===== config.mk =====
export PLATFORM = sky130hd
export DESIGN_NAME = tcp_window_rewrite_checksum
export DESIGN_NICKNAME = d
export VERILOG_FILES = /design/src/sv/twrc_pkg.sv /design/src/sv/twrc_byte_track.sv /design/src/sv/twrc_result.sv /design/src/sv/tcp_window_rewrite_checksum.sv
export SDC_FILE = /design/constraint.sdc
export NUM_CORES = 1
export LEC_CHECK = 0
export ABC_AREA = 1
export BUFFER_PORTS_ARGS = -buffer_cell sky130_fd_sc_hd__buf_2
export CAP_MARGIN = 0
export CORE_MARGIN = 2
export CORE_UTILIZATION = 41
export CTS_CLUSTER_DIAMETER = 120
export CTS_CLUSTER_SIZE = 20
export DETAILED_ROUTE_END_ITERATION = 7
export PLACE_DENSITY = 0.65
export SYNTH_ARGS = -nofsm -noshare
export SYNTH_HDL_FRONTEND = slang
export SYNTH_SLANG_ARGS = --single-unit

===== constraint.sdc =====
create_clock -name i_clk -period 16.7 [get_ports i_clk]
set_clock_uncertainty 0.05 [all_clocks]
set_input_delay 3.34 -clock i_clk [delete_from_list [all_inputs] [get_ports i_clk]]
set_output_delay 3.34 -clock i_clk [all_outputs]
set_load 0.1 [all_outputs]

===== src/sv/twrc_pkg.sv =====
// Shared types, constants and helpers for the TCP window rewrite and checksum block.
package twrc_pkg;

    // Packet limits and field widths
    localparam int DEFAULT_MAX_PACKET = 65535;
    localparam int LEN_W              = 16;
    localparam int ADDR_W             = 3;
    localparam int PDATA_W            = 32;

    // Configuration register index (word address)
    localparam logic [ADDR_W-3:0] REG_TARGET_WINDOW = 1'b0;

    // IPv4 header byte positions
    localparam int IDX_IHL      = 0;
    localparam int IDX_TLEN_HI  = 2;
    localparam int IDX_TLEN_LO  = 3;
    localparam int IDX_PROTO    = 9;
    localparam int IDX_ADDR_LO  = 12;
    localparam int IDX_ADDR_END = 20;

    // TCP header byte positions, relative to the TCP header start
    localparam int REL_DOFF     = 12;
    localparam int REL_FLAGS    = 13;
    localparam int REL_WIN      = 14;
    localparam int REL_CSUM_END = 17;

    localparam logic [7:0] PROTO_TCP     = 8'd6;
    localparam int         ACK_BIT_POS   = 4;
    localparam logic [3:0] MIN_HDR_WORDS = 4'd5;
    localparam logic [6:0] WIN_FIELD_OFF = 7'd14;

    typedef enum logic [2:0] {
        V_NOT_TCP   = 3'd0,
        V_TOO_SHORT = 3'd1,
        V_DISABLED  = 3'd2,
        V_ACK_CLEAR = 3'd3,
        V_MODIFIED  = 3'd4
    } t_verdict;

    // Per-packet state captured at the last byte
    typedef struct packed {
        logic [LEN_W-1:0] len;
        logic [3:0]       ihl;
        logic [7:0]       proto;
        logic [15:0]      total_len;
        logic [3:0]       doff;
        logic             ack;
        logic [15:0]      acc;
        logic [7:0]       pend;
    } t_snap;

    // 16-bit ones' complement add with end-around carry
    function automatic logic [15:0] ones_add(input logic [15:0] a, input logic [15:0] b);
        logic [16:0] s;
        s = {1'b0, a} + {1'b0, b};
        return s[15:0] + {15'd0, s[16]};
    endfunction

endpackage


===== src/sv/twrc_byte_track.sv =====
// Per-byte header parse and running checksum, with a snapshot at the last byte.
module twrc_byte_track
    import twrc_pkg::*;
#(
    parameter int MAX_PACKET = DEFAULT_MAX_PACKET
) (
    input  logic       i_clk,
    input  logic       i_rst_n,
    input  logic       i_take,
    input  logic [7:0] i_byte,
    input  logic       i_last,
    output t_snap      o_snap
);

    localparam int IDX_W = $clog2(MAX_PACKET + 1);

    logic [IDX_W-1:0] r_index, n_index;
    logic [3:0]       r_ihl, n_ihl;
    logic [7:0]       r_proto, n_proto;
    logic [15:0]      r_total_len, n_total_len;
    logic [3:0]       r_doff, n_doff;
    logic             r_ack, n_ack;
    logic [15:0]      r_acc, n_acc;
    logic [7:0]       r_pend, n_pend;
    t_snap            r_snap;

    logic [5:0]       hdr;
    logic             in_range;
    logic             tcp_zone;
    logic [IDX_W-1:0] rel;
    logic [7:0]       c;

    always_comb begin
        hdr      = {r_ihl, 2'b00};
        in_range = r_index < IDX_W'(MAX_PACKET);
        tcp_zone = (r_ihl >= MIN_HDR_WORDS) && (r_index >= IDX_W'(hdr));
        rel      = r_index - IDX_W'(hdr);

        // Byte as it enters the sum: addresses, TCP header minus window/check, payload
        c = 8'd0;
        if (r_index >= IDX_W'(IDX_ADDR_LO) && r_index < IDX_W'(IDX_ADDR_END)) begin
            c = i_byte;
        end
        if (tcp_zone && (rel < IDX_W'(REL_WIN) || rel > IDX_W'(REL_CSUM_END))) begin
            c = i_byte;
        end
    end

    always_comb begin
        n_index     = r_index;
        n_ihl       = r_ihl;
        n_proto     = r_proto;
        n_total_len = r_total_len;
        n_doff      = r_doff;
        n_ack       = r_ack;
        n_acc       = r_acc;
        n_pend      = r_pend;
        if (i_take && in_range) begin
            n_index = r_index + IDX_W'(1);
            if (r_index == IDX_W'(IDX_IHL))     n_ihl = i_byte[3:0];
            if (r_index == IDX_W'(IDX_TLEN_HI)) n_total_len[15:8] = i_byte;
            if (r_index == IDX_W'(IDX_TLEN_LO)) n_total_len[7:0] = i_byte;
            if (r_index == IDX_W'(IDX_PROTO))   n_proto = i_byte;
            if (tcp_zone && rel == IDX_W'(REL_DOFF))  n_doff = i_byte[7:4];
            if (tcp_zone && rel == IDX_W'(REL_FLAGS)) n_ack = i_byte[ACK_BIT_POS];
            if (r_index[0]) begin
                n_acc = ones_add(r_acc, {r_pend, c});
            end else begin
                n_pend = c;
            end
        end
    end

    always_ff @(posedge i_clk) begin
        if (!i_rst_n || (i_take && i_last)) begin
            r_index     <= '0;
            r_ihl       <= '0;
            r_proto     <= '0;
            r_total_len <= '0;
            r_doff      <= '0;
            r_ack       <= 1'b0;
            r_acc       <= '0;
            r_pend      <= '0;
        end else begin
            r_index     <= n_index;
            r_ihl       <= n_ihl;
            r_proto     <= n_proto;
            r_total_len <= n_total_len;
            r_doff      <= n_doff;
            r_ack       <= n_ack;
            r_acc       <= n_acc;
            r_pend      <= n_pend;
        end
    end

    always_ff @(posedge i_clk) begin
        if (i_take && i_last) begin
            r_snap.len       <= LEN_W'(n_index);
            r_snap.ihl       <= n_ihl;
            r_snap.proto     <= n_proto;
            r_snap.total_len <= n_total_len;
            r_snap.doff      <= n_doff;
            r_snap.ack       <= n_ack;
            r_snap.acc       <= n_acc;
            r_snap.pend      <= n_pend;
        end
    end

    assign o_snap = r_snap;

endmodule


===== src/sv/twrc_result.sv =====
// Verdict, checksum fold and the output register.
module twrc_result
    import twrc_pkg::*;
(
    input  logic        i_clk,
    input  logic        i_rst_n,
    input  logic        i_load,
    input  logic        i_out_ready,
    input  t_snap       i_snap,
    input  logic [15:0] i_target_window,
    output logic        o_valid,
    output t_verdict    o_verdict,
    output logic [15:0] o_new_window,
    output logic [15:0] o_new_checksum,
    output logic [6:0]  o_window_offset
);

    logic        r_valid;
    t_verdict    r_verdict, n_verdict;
    logic [15:0] r_window, n_window;
    logic [15:0] r_csum, n_csum;
    logic [6:0]  r_offset, n_offset;

    logic [5:0]  hdr;
    logic [3:0]  doff_eff;
    logic [6:0]  need_len;
    logic [15:0] pseudo_len;
    logic [15:0] odd_word;
    logic [18:0] wide_sum;
    logic [16:0] fold1;
    logic [15:0] fold2;

    always_comb begin
        hdr        = {i_snap.ihl, 2'b00};
        doff_eff   = (i_snap.doff < MIN_HDR_WORDS) ? MIN_HDR_WORDS : i_snap.doff;
        need_len   = 7'(hdr) + {1'b0, doff_eff, 2'b00};
        pseudo_len = i_snap.total_len - 16'(hdr);
        odd_word   = i_snap.len[0] ? {i_snap.pend, 8'h00} : 16'd0;

        // Five-term ones' complement sum, folded twice
        wide_sum = 19'(i_snap.acc) + 19'(odd_word) + 19'(PROTO_TCP)
                 + 19'(pseudo_len) + 19'(i_target_window);
        fold1    = 17'(wide_sum[15:0]) + 17'(wide_sum[18:16]);
        fold2    = fold1[15:0] + 16'(fold1[16]);

        n_window = 16'd0;
        n_csum   = 16'd0;
        n_offset = 7'd0;
        priority if (i_snap.ihl < MIN_HDR_WORDS || i_snap.len < LEN_W'(hdr)) begin
            n_verdict = V_TOO_SHORT;
        end else if (i_snap.proto != PROTO_TCP) begin
            n_verdict = V_NOT_TCP;
        end else if (i_snap.len < LEN_W'(need_len)) begin
            n_verdict = V_TOO_SHORT;
        end else if (i_target_window == 16'd0) begin
            n_verdict = V_DISABLED;
        end else if (!i_snap.ack) begin
            n_verdict = V_ACK_CLEAR;
        end else begin
            n_verdict = V_MODIFIED;
            n_window  = i_target_window;
            n_csum    = ~fold2;
            n_offset  = 7'(hdr) + WIN_FIELD_OFF;
        end
    end

    always_ff @(posedge i_clk) begin
        if (!i_rst_n) begin
            r_valid <= 1'b0;
        end else if (i_load) begin
            r_valid <= 1'b1;
        end else if (i_out_ready) begin
            r_valid <= 1'b0;
        end
    end

    always_ff @(posedge i_clk) begin
        if (i_load) begin
            r_verdict <= n_verdict;
            r_window  <= n_window;
            r_csum    <= n_csum;
            r_offset  <= n_offset;
        end
    end

    assign o_valid         = r_valid;
    assign o_verdict       = r_verdict;
    assign o_new_window    = r_window;
    assign o_new_checksum  = r_csum;
    assign o_window_offset = r_offset;

endmodule


===== src/sv/tcp_window_rewrite_checksum.sv =====
// Top level: TCP window rewrite with checksum recompute over a byte stream.
//
//  channel  | direction | handshake                 | payload
//  ---------+-----------+---------------------------+----------------------------------------
//  in       | input     | i_in_valid / o_in_ready   | i_packet_byte, i_last_byte
//  out      | output    | o_out_valid / i_out_ready | o_verdict, o_new_window,
//           |           |                           | o_new_checksum, o_window_offset
//  config   | input     | APB psel/penable/pwrite   | paddr, pwdata, prdata (target_window)
//
// One byte per cycle, sustained unless a last byte waits (see below). A byte goes input
// register -> parse/sum state; a last byte also lands in a snapshot register, and its
// result moves on to the output register once that register is empty or draining.
// Non-last bytes never wait on the output side; a last byte waits only when
// both the snapshot and output registers hold undelivered results.
// Synchronous active-low reset clears parse/sum state, valid flags and target_window, not data registers.
module tcp_window_rewrite_checksum
    import twrc_pkg::*;
#(
    parameter int MAX_PACKET = DEFAULT_MAX_PACKET
) (
    input  logic               i_clk,
    input  logic               i_rst_n,
    // byte stream in
    input  logic               i_in_valid,
    output logic               o_in_ready,
    input  logic [7:0]         i_packet_byte,
    input  logic               i_last_byte,
    // verdict out
    output logic               o_out_valid,
    input  logic               i_out_ready,
    output logic [2:0]         o_verdict,
    output logic [15:0]        o_new_window,
    output logic [15:0]        o_new_checksum,
    output logic [6:0]         o_window_offset,
    // APB config
    input  logic               psel,
    input  logic               penable,
    input  logic               pwrite,
    input  logic [ADDR_W-1:0]  paddr,
    input  logic [PDATA_W-1:0] pwdata,
    output logic [PDATA_W-1:0] prdata,
    output logic               pready
);

    // Config register
    logic [15:0] r_target_window;

    // Input register
    logic        r_s1_valid;
    logic        r_s1_last;
    logic [7:0]  r_s1_byte;

    // Snapshot occupancy
    logic        r_snap_valid, n_snap_valid;

    logic        out_free;
    logic        snap_move;
    logic        snap_free;
    logic        s1_move;
    logic        in_take;
    logic        out_valid;
    t_snap       snap;
    t_verdict    verdict;

    // ---------------- APB ----------------
    assign pready = 1'b1;

    always_ff @(posedge i_clk) begin
        if (!i_rst_n) begin
            r_target_window <= '0;
        end else if (psel && penable && pwrite && pready
                     && paddr[ADDR_W-1:2] == REG_TARGET_WINDOW) begin
            r_target_window <= pwdata[15:0];
        end
    end

    always_comb begin
        prdata = '0;
        if (paddr[ADDR_W-1:2] == REG_TARGET_WINDOW) begin
            prdata = PDATA_W'(r_target_window);
        end
    end

    // ---------------- flow control ----------------
    // Output register drains or is empty -> snapshot may move.
    // Only a last byte needs the snapshot slot; plain bytes always advance.
    assign out_free   = !out_valid || i_out_ready;
    assign snap_move  = r_snap_valid && out_free;
    assign snap_free  = !r_snap_valid || out_free;
    assign s1_move    = r_s1_valid && (!r_s1_last || snap_free);
    assign o_in_ready = !r_s1_valid || s1_move;
    assign in_take    = i_in_valid && o_in_ready;

    always_ff @(posedge i_clk) begin
        if (!i_rst_n) begin
            r_s1_valid <= 1'b0;
        end else if (in_take) begin
            r_s1_valid <= 1'b1;
        end else if (s1_move) begin
            r_s1_valid <= 1'b0;
        end
    end

    always_ff @(posedge i_clk) begin
        if (in_take) begin
            r_s1_byte <= i_packet_byte;
            r_s1_last <= i_last_byte;
        end
    end

    assign n_snap_valid = (r_snap_valid && !snap_move) || (s1_move && r_s1_last);

    always_ff @(posedge i_clk) begin
        if (!i_rst_n) begin
            r_snap_valid <= 1'b0;
        end else begin
            r_snap_valid <= n_snap_valid;
        end
    end

    // ---------------- datapath ----------------
    twrc_byte_track #(
        .MAX_PACKET (MAX_PACKET)
    ) u_track (
        .i_clk   (i_clk),
        .i_rst_n (i_rst_n),
        .i_take  (s1_move),
        .i_byte  (r_s1_byte),
        .i_last  (r_s1_last),
        .o_snap  (snap)
    );

    twrc_result u_result (
        .i_clk           (i_clk),
        .i_rst_n         (i_rst_n),
        .i_load          (snap_move),
        .i_out_ready     (i_out_ready),
        .i_snap          (snap),
        .i_target_window (r_target_window),
        .o_valid         (out_valid),
        .o_verdict       (verdict),
        .o_new_window    (o_new_window),
        .o_new_checksum  (o_new_checksum),
        .o_window_offset (o_window_offset)
    );

    assign o_out_valid = out_valid;
    assign o_verdict   = verdict;

    // ---------------- checks ----------------
    // A last byte never leaves the input register into a snapshot that is occupied and not draining
    a_snap_no_overwrite: assert property (@(posedge i_clk) disable iff (!i_rst_n)
        (s1_move && r_s1_last) |-> snap_free)
        else $error("snapshot overwritten by a new last byte");

    // Snapshot only loads from a last byte
    a_snap_from_last: assert property (@(posedge i_clk) disable iff (!i_rst_n)
        (!r_snap_valid || snap_move) && !(s1_move && r_s1_last) |=> !r_snap_valid)
        else $error("snapshot valid without a last byte");

    // Unmodified verdicts carry zero patch fields
    a_zero_unless_modified: assert property (@(posedge i_clk) disable iff (!i_rst_n)
        (o_out_valid && verdict != V_MODIFIED) |->
            (o_new_window == 16'd0 && o_new_checksum == 16'd0 && o_window_offset == 7'd0))
        else $error("patch fields set on an unmodified verdict");

    // Modified verdict: nonzero window, offset in 34..74 (IPv4 header length plus 14)
    a_modified_fields: assert property (@(posedge i_clk) disable iff (!i_rst_n)
        (o_out_valid && verdict == V_MODIFIED) |->
            (o_new_window != 16'd0 && o_window_offset >= 7'd34 && o_window_offset <= 7'd74))
        else $error("modified verdict with bad window or offset");

endmodule

# Word level (Yosys, flattened, before mapping)

Cells that the tools add are included.

Bits in registers: 216
Logic and storage cells: 125

Add/sub/neg operators: 13
Order comparisons: 11
Equal/unequal tests: 6
Multiplexer cells: 29
Bitwise operators: 3
Reductions and logical operators: 35

Operators with widths:

| kind                                                                           | number |
|---|---|
| 16-bit 2-to-1 mux                                                              | 6 |
| 8-bit 2-to-1 mux                                                               | 8 |
| 16-bit by 4-bit == test with 1-bit output (second input constant)              | 3 |
| 19-bit by 16-bit adder with 19-bit output                                      | 2 |
| 16-bit by 16-bit adder with 17-bit output                                      | 2 |
| 16-bit by 1-bit adder with 16-bit output                                       | 2 |
| 16-bit by 2-bit == test with 1-bit output (second input constant)              | 2 |
| 16-bit logical NOT                                                             | 2 |
| 16-bit by 6-bit subtractor with 16-bit output                                  | 2 |
| 4-bit 2-to-1 mux                                                               | 5 |
| 19-bit by 3-bit adder with 19-bit output (second input constant)               | 1 |
| 16-bit by 3-bit adder with 17-bit output                                       | 1 |
| 16-bit by 1-bit adder with 16-bit output (second input constant)               | 1 |
| 16-bit by 4-bit >= comparator with 1-bit output (second input constant)        | 1 |
| 16-bit by 6-bit >= comparator with 1-bit output                                | 1 |
| 16-bit by 5-bit > comparator with 1-bit output (second input constant)         | 1 |
| 16-bit less-than comparator (second input constant)                            | 1 |
| 16-bit by 4-bit less-than comparator with 1-bit output (second input constant) | 1 |
| 16-bit by 5-bit less-than comparator with 1-bit output (second input constant) | 1 |
| 16-bit by 6-bit less-than comparator with 1-bit output                         | 1 |
| 16-bit by 7-bit less-than comparator with 1-bit output                         | 1 |
| 16-bit NOT                                                                     | 1 |
| 1-bit logical AND                                                              | 14 |
| 1-bit logical OR                                                               | 8 |
| other kinds (14)                                                               | 29 |

# Longest topological paths before layout

Depth in word-level cells: 9
Depth in mapped cells: 54
Gate-level depth less buffers: 54

# Hierarchy

From an unflattened synthesis, not the netlist that was laid out.

Cells, all modules: 1736
Area, all modules: 13550.5 sq um

Modules (own cells, without submodules):

| module                      | times used | cells an instance | area each (sq um) | seq. area each (sq um) |
|---|---|---|---|---|
| twrc_byte_track             | 1          | 930               | 7480.9            | 3653.5 |
| twrc_result                 | 1          | 619               | 4672.0            | 1251.2 |
| tcp_window_rewrite_checksum | 1          | 187               | 1397.6            | 630.6 |

# Worst setup path before layout

No wires, ideal clock.

Path kind: input to output
From: input paddr[2]
To: output prdata[10]
Arrival time: 4988 ps
Required time: 13310 ps
Setup slack: 8322 ps
Cell stages on the path: 3
Path buffers: 2
Cell sequence: clkbuf_1 -> clkbuf_1 -> nor2_1

Longest elaborated chain between the ends: 1

Ends and longest elaborated chain:

| item              | line                              | source |
|---|---|---|
| from (decl)       | tcp_window_rewrite_checksum.sv:39 | `input logic [ADDR_W-1:0] paddr,` |
| 16-bit 2-to-1 mux | tcp_window_rewrite_checksum.sv:79 | `if (paddr[ADDR_W-1:2] == REG_TARGET_WINDOW) begin` |
| to (decl)         | tcp_window_rewrite_checksum.sv:41 | `output logic [PDATA_W-1:0] prdata,` |

No other way between the ends.

# Final worst setup path

From: register u_track.r_snap, in the netlist u_track.o_snap[55]
To: register u_result.r_csum[14] (netlist: u_result.o_new_checksum[14]), data pin

Longest elaborated chain between the ends: 6

Ends and longest elaborated chain:

| item                                                   | line                  | source |
|---|---|---|
| from (decl)                                            | twrc_byte_track.sv:25 | `t_snap r_snap;` |
| 16-bit by 6-bit subtractor with 16-bit output          | twrc_result.sv:37     | `pseudo_len = i_snap.total_len - 16'(hdr);` |
| 19-bit by 16-bit adder with 19-bit output (2 in a row) | twrc_result.sv:42     | `+ 19'(pseudo_len) + 19'(i_target_window);` |
| 16-bit by 3-bit adder with 17-bit output               | twrc_result.sv:43     | `fold1 = 17'(wide_sum[15:0]) + 17'(wide_sum[18:16]);` |
| 16-bit by 1-bit adder with 16-bit output               | twrc_result.sv:44     | `fold2 = fold1[15:0] + 16'(fold1[16]);` |
| 16-bit NOT                                             | twrc_result.sv:62     | `n_csum = ~fold2;` |
| to (signal assigned)                                   | twrc_result.sv:81     | `r_csum <= n_csum;` |
| to (decl)                                              | twrc_result.sv:21     | `logic [15:0] r_csum, n_csum;` |

Parallel ways exist; a longest one is shown, timed or not.
A chain may end at the register's enable or synchronous reset.

==> summary.md <==
| Metric | Value |
|---|---|
| Ys flop type | edfxtp_1 |
| Final net count | 1873 |
| Summed instance area of the synthesized netlist | 13070 sq um |
| Number of hold-repair buffers added at the cts stage | 0 |
| Run status | complete, no violations |
| Clock transition at path regs | 0.08 ns |
| Number of DRC markers after the initial detailed-route iteration | 568 |
| Accumulated negative setup slack | 0 ns |
| Maximum ir drop on the vdd rail | 0.00005198 V |
| Final setup viols | 0 |
| Distinct cell type count after synthesis | 47 |
| Maximum Capacitance Violations | 0 |
| IO Port Bufs | 91 |
| Hold WS | 0.4270 ns |
| DP Cell Count | 2096 |
| Worst-case reg-to-reg path depth | 51 |
| Sw Ratio | 32.16% |
| Final core area utilization | 45.47% |
| Average routed wire per standard cell | 14.20 um |
| Final hold viol count | 0 |
| RSZ-0062 raised after global routing | false |
| Vias per cell | 4.854 |
| Worst setup endpoint | u_result.o_new_checksum[14]$_SDFFCE_PP0P_ |
| Cell area after layout | 14310 sq um |
| Root buffer selected by CTS | clkbuf_16 |
| Wire length of the first global-routing pass | 48960 um |
| Crit path max fanout | 5 |
| Synthesized instance count | 1628 |
| Row count | 65 |
| P per Cell Area | 86.58 nW/um^2 |
| Fraction of final layout cells with drive strength greater than 1 | 9.546% |
| Final Critical Period | 8.448 ns |
| Horiz. Die Dim | 182.5 um |
| Placeable core region | 31470 sq um |
| Vias post-DR | 10290 |
| Pleak | 0.006661 uW |
| Final GP Congestion | 0.8811 |
| Maximum level of the CTS H-tree | 1 |
| Post-CTS sizing | 0 |
| Largest stage delay, worst path | 0.47 ns |
| Average cell area after synthesis | 8.028 sq um |
| Gr usage total | 18.18% |
| Clock latency reported for the late side of the worst-skew pair | 0.49 ns |
| Cts bufs inserted | 14 |
| Setup slack on the worst flop-to-flop path | 8.25 ns |
| Via count of the first global-routing pass | 9933 |
| Post-CTS repair timing setup buffer count | 0 |
| Ys async rst share | 0% |
| Crit path capture type | flip-flop |
| Initial DRT Pass Iterations | 5 |
| Clock share of power | 29.5% |
| Maximum count of clock buffers along a single path | 3 |
| CP Launch Type | flip-flop |
| Required arrival time at the worst endpoint | 16.89 ns |
| Area delta synth->final | 9.517% |
| Reg-to-Reg Start | u_track.o_snap[55]$_DFFE_PP_ |
| Register area share after synthesis | 42.13% |
| Die Y | 182.5 um |
| Critical path origin | u_track.o_snap[55]$_DFFE_PP_ |
| Clock tree sinks | 214 |
| Count of boundary I/O pins | 128 |
| Non-filler cells in the finished layout | 2120 |
| Max Slew Vio Count | 0 |
| Final Routed Wirelength | 30100 um |
| Internal Pwr Total | 840.6 uW |
| Yosys warning total | 0 |
| Dpl hpwl | 23380 um |
| Timing-limited maximum frequency | 118.4 MHz |
| Type of the worst setup path | reg -> reg |
| CTS tree | built |
| Combinational group share of total power | 24.1% |
| Portion of the clock cycle consumed by the worst path in the final layout | 50.59% |
| GRT Residual Overflow | 0 |
| Initial antenna violation count | 0 |
| Initial Util | 41.52% |
| Total of flip-flops plus latches after synthesis | 214 |
| Final routed DRC violation total | 0 |
| Die outline area | 33320 sq um |
| Relative contribution of sequential cells to total power | 46.3% |
| Worst slew margin | 36.31% |
| Cell area after placement | 13870 sq um |
| Number of diodes added for antenna fixing | 0 |
| Pin slew with the least headroom to its limit | 0.9553 ns |
| Cell at the slowest stage of the critical path | fa_1 |
| Largest net degree at the start of global routing | 73 |
| Path class of the lowest-slack min-delay path | reg -> reg |
| Post-synth EDFFs | 122 |
| Critical register-to-register path endpoint | u_result.o_new_checksum[14]$_SDFFCE_PP0P_ |
| Arrival time of data at the critical path endpoint | 8.64 ns |
| Switching power total | 398.5 uW |
| Number of nets with antenna violations after detailed routing | 0 |
| Dominant cell type by count on the critical path | nor2_1 |
cells by family after synthesis:
kind of cell / count (synthesis) / share of synthesized area [%]
simple gates: 706 / 23.71
flops: 214 / 42.13
fa+ha+maj: 112 / 12.04
compound gates: 200 / 8.100
xor+xnor: 50 / 3.351
buf+inv: 344 / 10.61
other cells: 2 / 0.05747
routing by layer:
metal,vias up,share of wire (%),global-route usage (%)
li1,5350,-,-
met1,4717,46,23.55
met2,189,48,32.11
met3,35,3.8,2.036
met4,0,1.9,5.065
met5,-,0,0
per-stage QoR:
stage	setup WS (ns)	power [uW]
2_1_floorplan	8.322	821.2
3_3_place_gp	8.404	878.7
3_5_place_dp	8.248	883.3
4_1_cts	8.170	1253
5_1_grt	7.280	1310
6_report	8.252	1239
power by group through the flow:
stage | clock network [uW] | registers, uW | logic (uW)
after global routing | 395 | 576 | 339
after floorplan | 0 | 594 | 227
after CTS | 380 | 574 | 299
after global placement | 0 | 586 | 292
after detailed placement | 0 | 587 | 297
final | 366 | 574 | 299
critical path, delay by kind of cell (launching register included):
kind | cells | cell delay (ns)
XOR/XNOR | 2 | 0.42
buffers and inverters | 5 | 0.44
AO/OA/AOI/OAI | 4 | 0.91
flip-flops | 1 | 0.43
AND/OR/NAND/NOR | 32 | 3.76
adder cells (fa/ha/maj) | 8 | 2.22
synthesized netlist by cell type, drive strengths merged, types with 2 or more instances:
master | number | share of area [%]
nor4 | 12 | 0.57
a211oi | 3 | 0.17
nand4 | 27 | 1.3
nor2 | 219 | 6.7
clkbuf | 19 | 0.55
conb | 2 | 0.057
nor3 | 29 | 1.2
xor2 | 34 | 2.3
dfxtp | 92 | 14
and2 | 6 | 0.29
xnor2 | 16 | 1.1
a21oi | 131 | 5.0
a21boi | 2 | 0.11
nand3 | 93 | 3.6
edfxtp | 122 | 28
fa | 23 | 3.5
o21bai | 7 | 0.40
or2 | 11 | 0.53
inv | 297 | 8.5
o21ai | 49 | 1.9
ha | 89 | 8.5
nand3b | 2 | 0.11
a21o | 4 | 0.23
buf | 27 | 1.5
nand2 | 304 | 9.1
worst min-delay path by stage:
stage / start / end / slack, ns / cells past startpoint
after floorplan: u_track.r_doff[0]$_SDFF_PP0_ / u_track.r_doff[0]$_SDFF_PP0_ / 0.40 / 2
after global placement: u_track.r_doff[1]$_SDFF_PP0_ / u_track.r_doff[1]$_SDFF_PP0_ / 0.41 / 2
after detailed placement: u_track.r_doff[2]$_SDFF_PP0_ / u_track.r_doff[2]$_SDFF_PP0_ / 0.42 / 2
after CTS: u_track.r_doff[2]$_SDFF_PP0_ / u_track.r_doff[2]$_SDFF_PP0_ / 0.43 / 2
after global routing: u_track.r_doff[2]$_SDFF_PP0_ / u_track.r_doff[2]$_SDFF_PP0_ / 0.44 / 2
final: u_track.r_doff[2]$_SDFF_PP0_ / u_track.r_doff[2]$_SDFF_PP0_ / 0.43 / 2
state kept, by name, indices dropped and copies added (netlist names), 3 cells and up, named ones only:
name                      cells
u_track.r_acc                16
u_track.r_ihl                 4
u_result.o_new_window        16
u_track.r_doff                4
u_track.r_index              15
u_track.o_snap               72
u_track.r_pend                8
u_result.o_new_checksum      16
u_track.r_proto               8
r_s1_byte                     8
u_result.o_window_offset      6
u_track.r_total_len          16
r_target_window              16
u_result.o_verdict            3
final cells by class:
class                           count  area, sq um
Timing Repair Buffer               96        493.0
Clock buffer                       23        415.4
Fill cell                        3123        17160
Tap cell                          402        503.0
Clock inverter                      1        30.03
Multi-Input combinational cell   1086         6247
Sequential cell                   214         5505
Inverter                          298         1119
cells in the final DEF (no fill, tap or decap), types with 2 or more instances in the layout:
cell type  Yosys  routed
nand3b_1       2       2
buf_2          4      91
buf_4         18       5
conb_1         2      18
nor4_1        12      12
inv_2          4       5
nor2_2        12      12
and2_1         6       6
a21oi_1      131     131
o21ai_0       46      46
nand3_1       91      91
o21bai_1       7       7
nor2_4         4       5
nand2_4        5       5
clkbuf_1      19       7
edfxtp_1     122     122
o21ai_2        2       2
ha_1          89      89
a21o_1         4       4
nor2_1       203     202
nor3_1        27      27
inv_1        293     292
nand2_2        6       7
nor3_2         2       2
nand4_1       26      26
or2_2         10      10
xor2_1        34      34
nand3_2        2       2
fa_1          23      23
clkbuf_16      0      15
dfxtp_1       92      92
a21boi_0       2       2
xnor2_1       16      16
nand2_1      293     292
a211oi_1       3       3
Note: power is estimated with default switching activity, not from simulation.
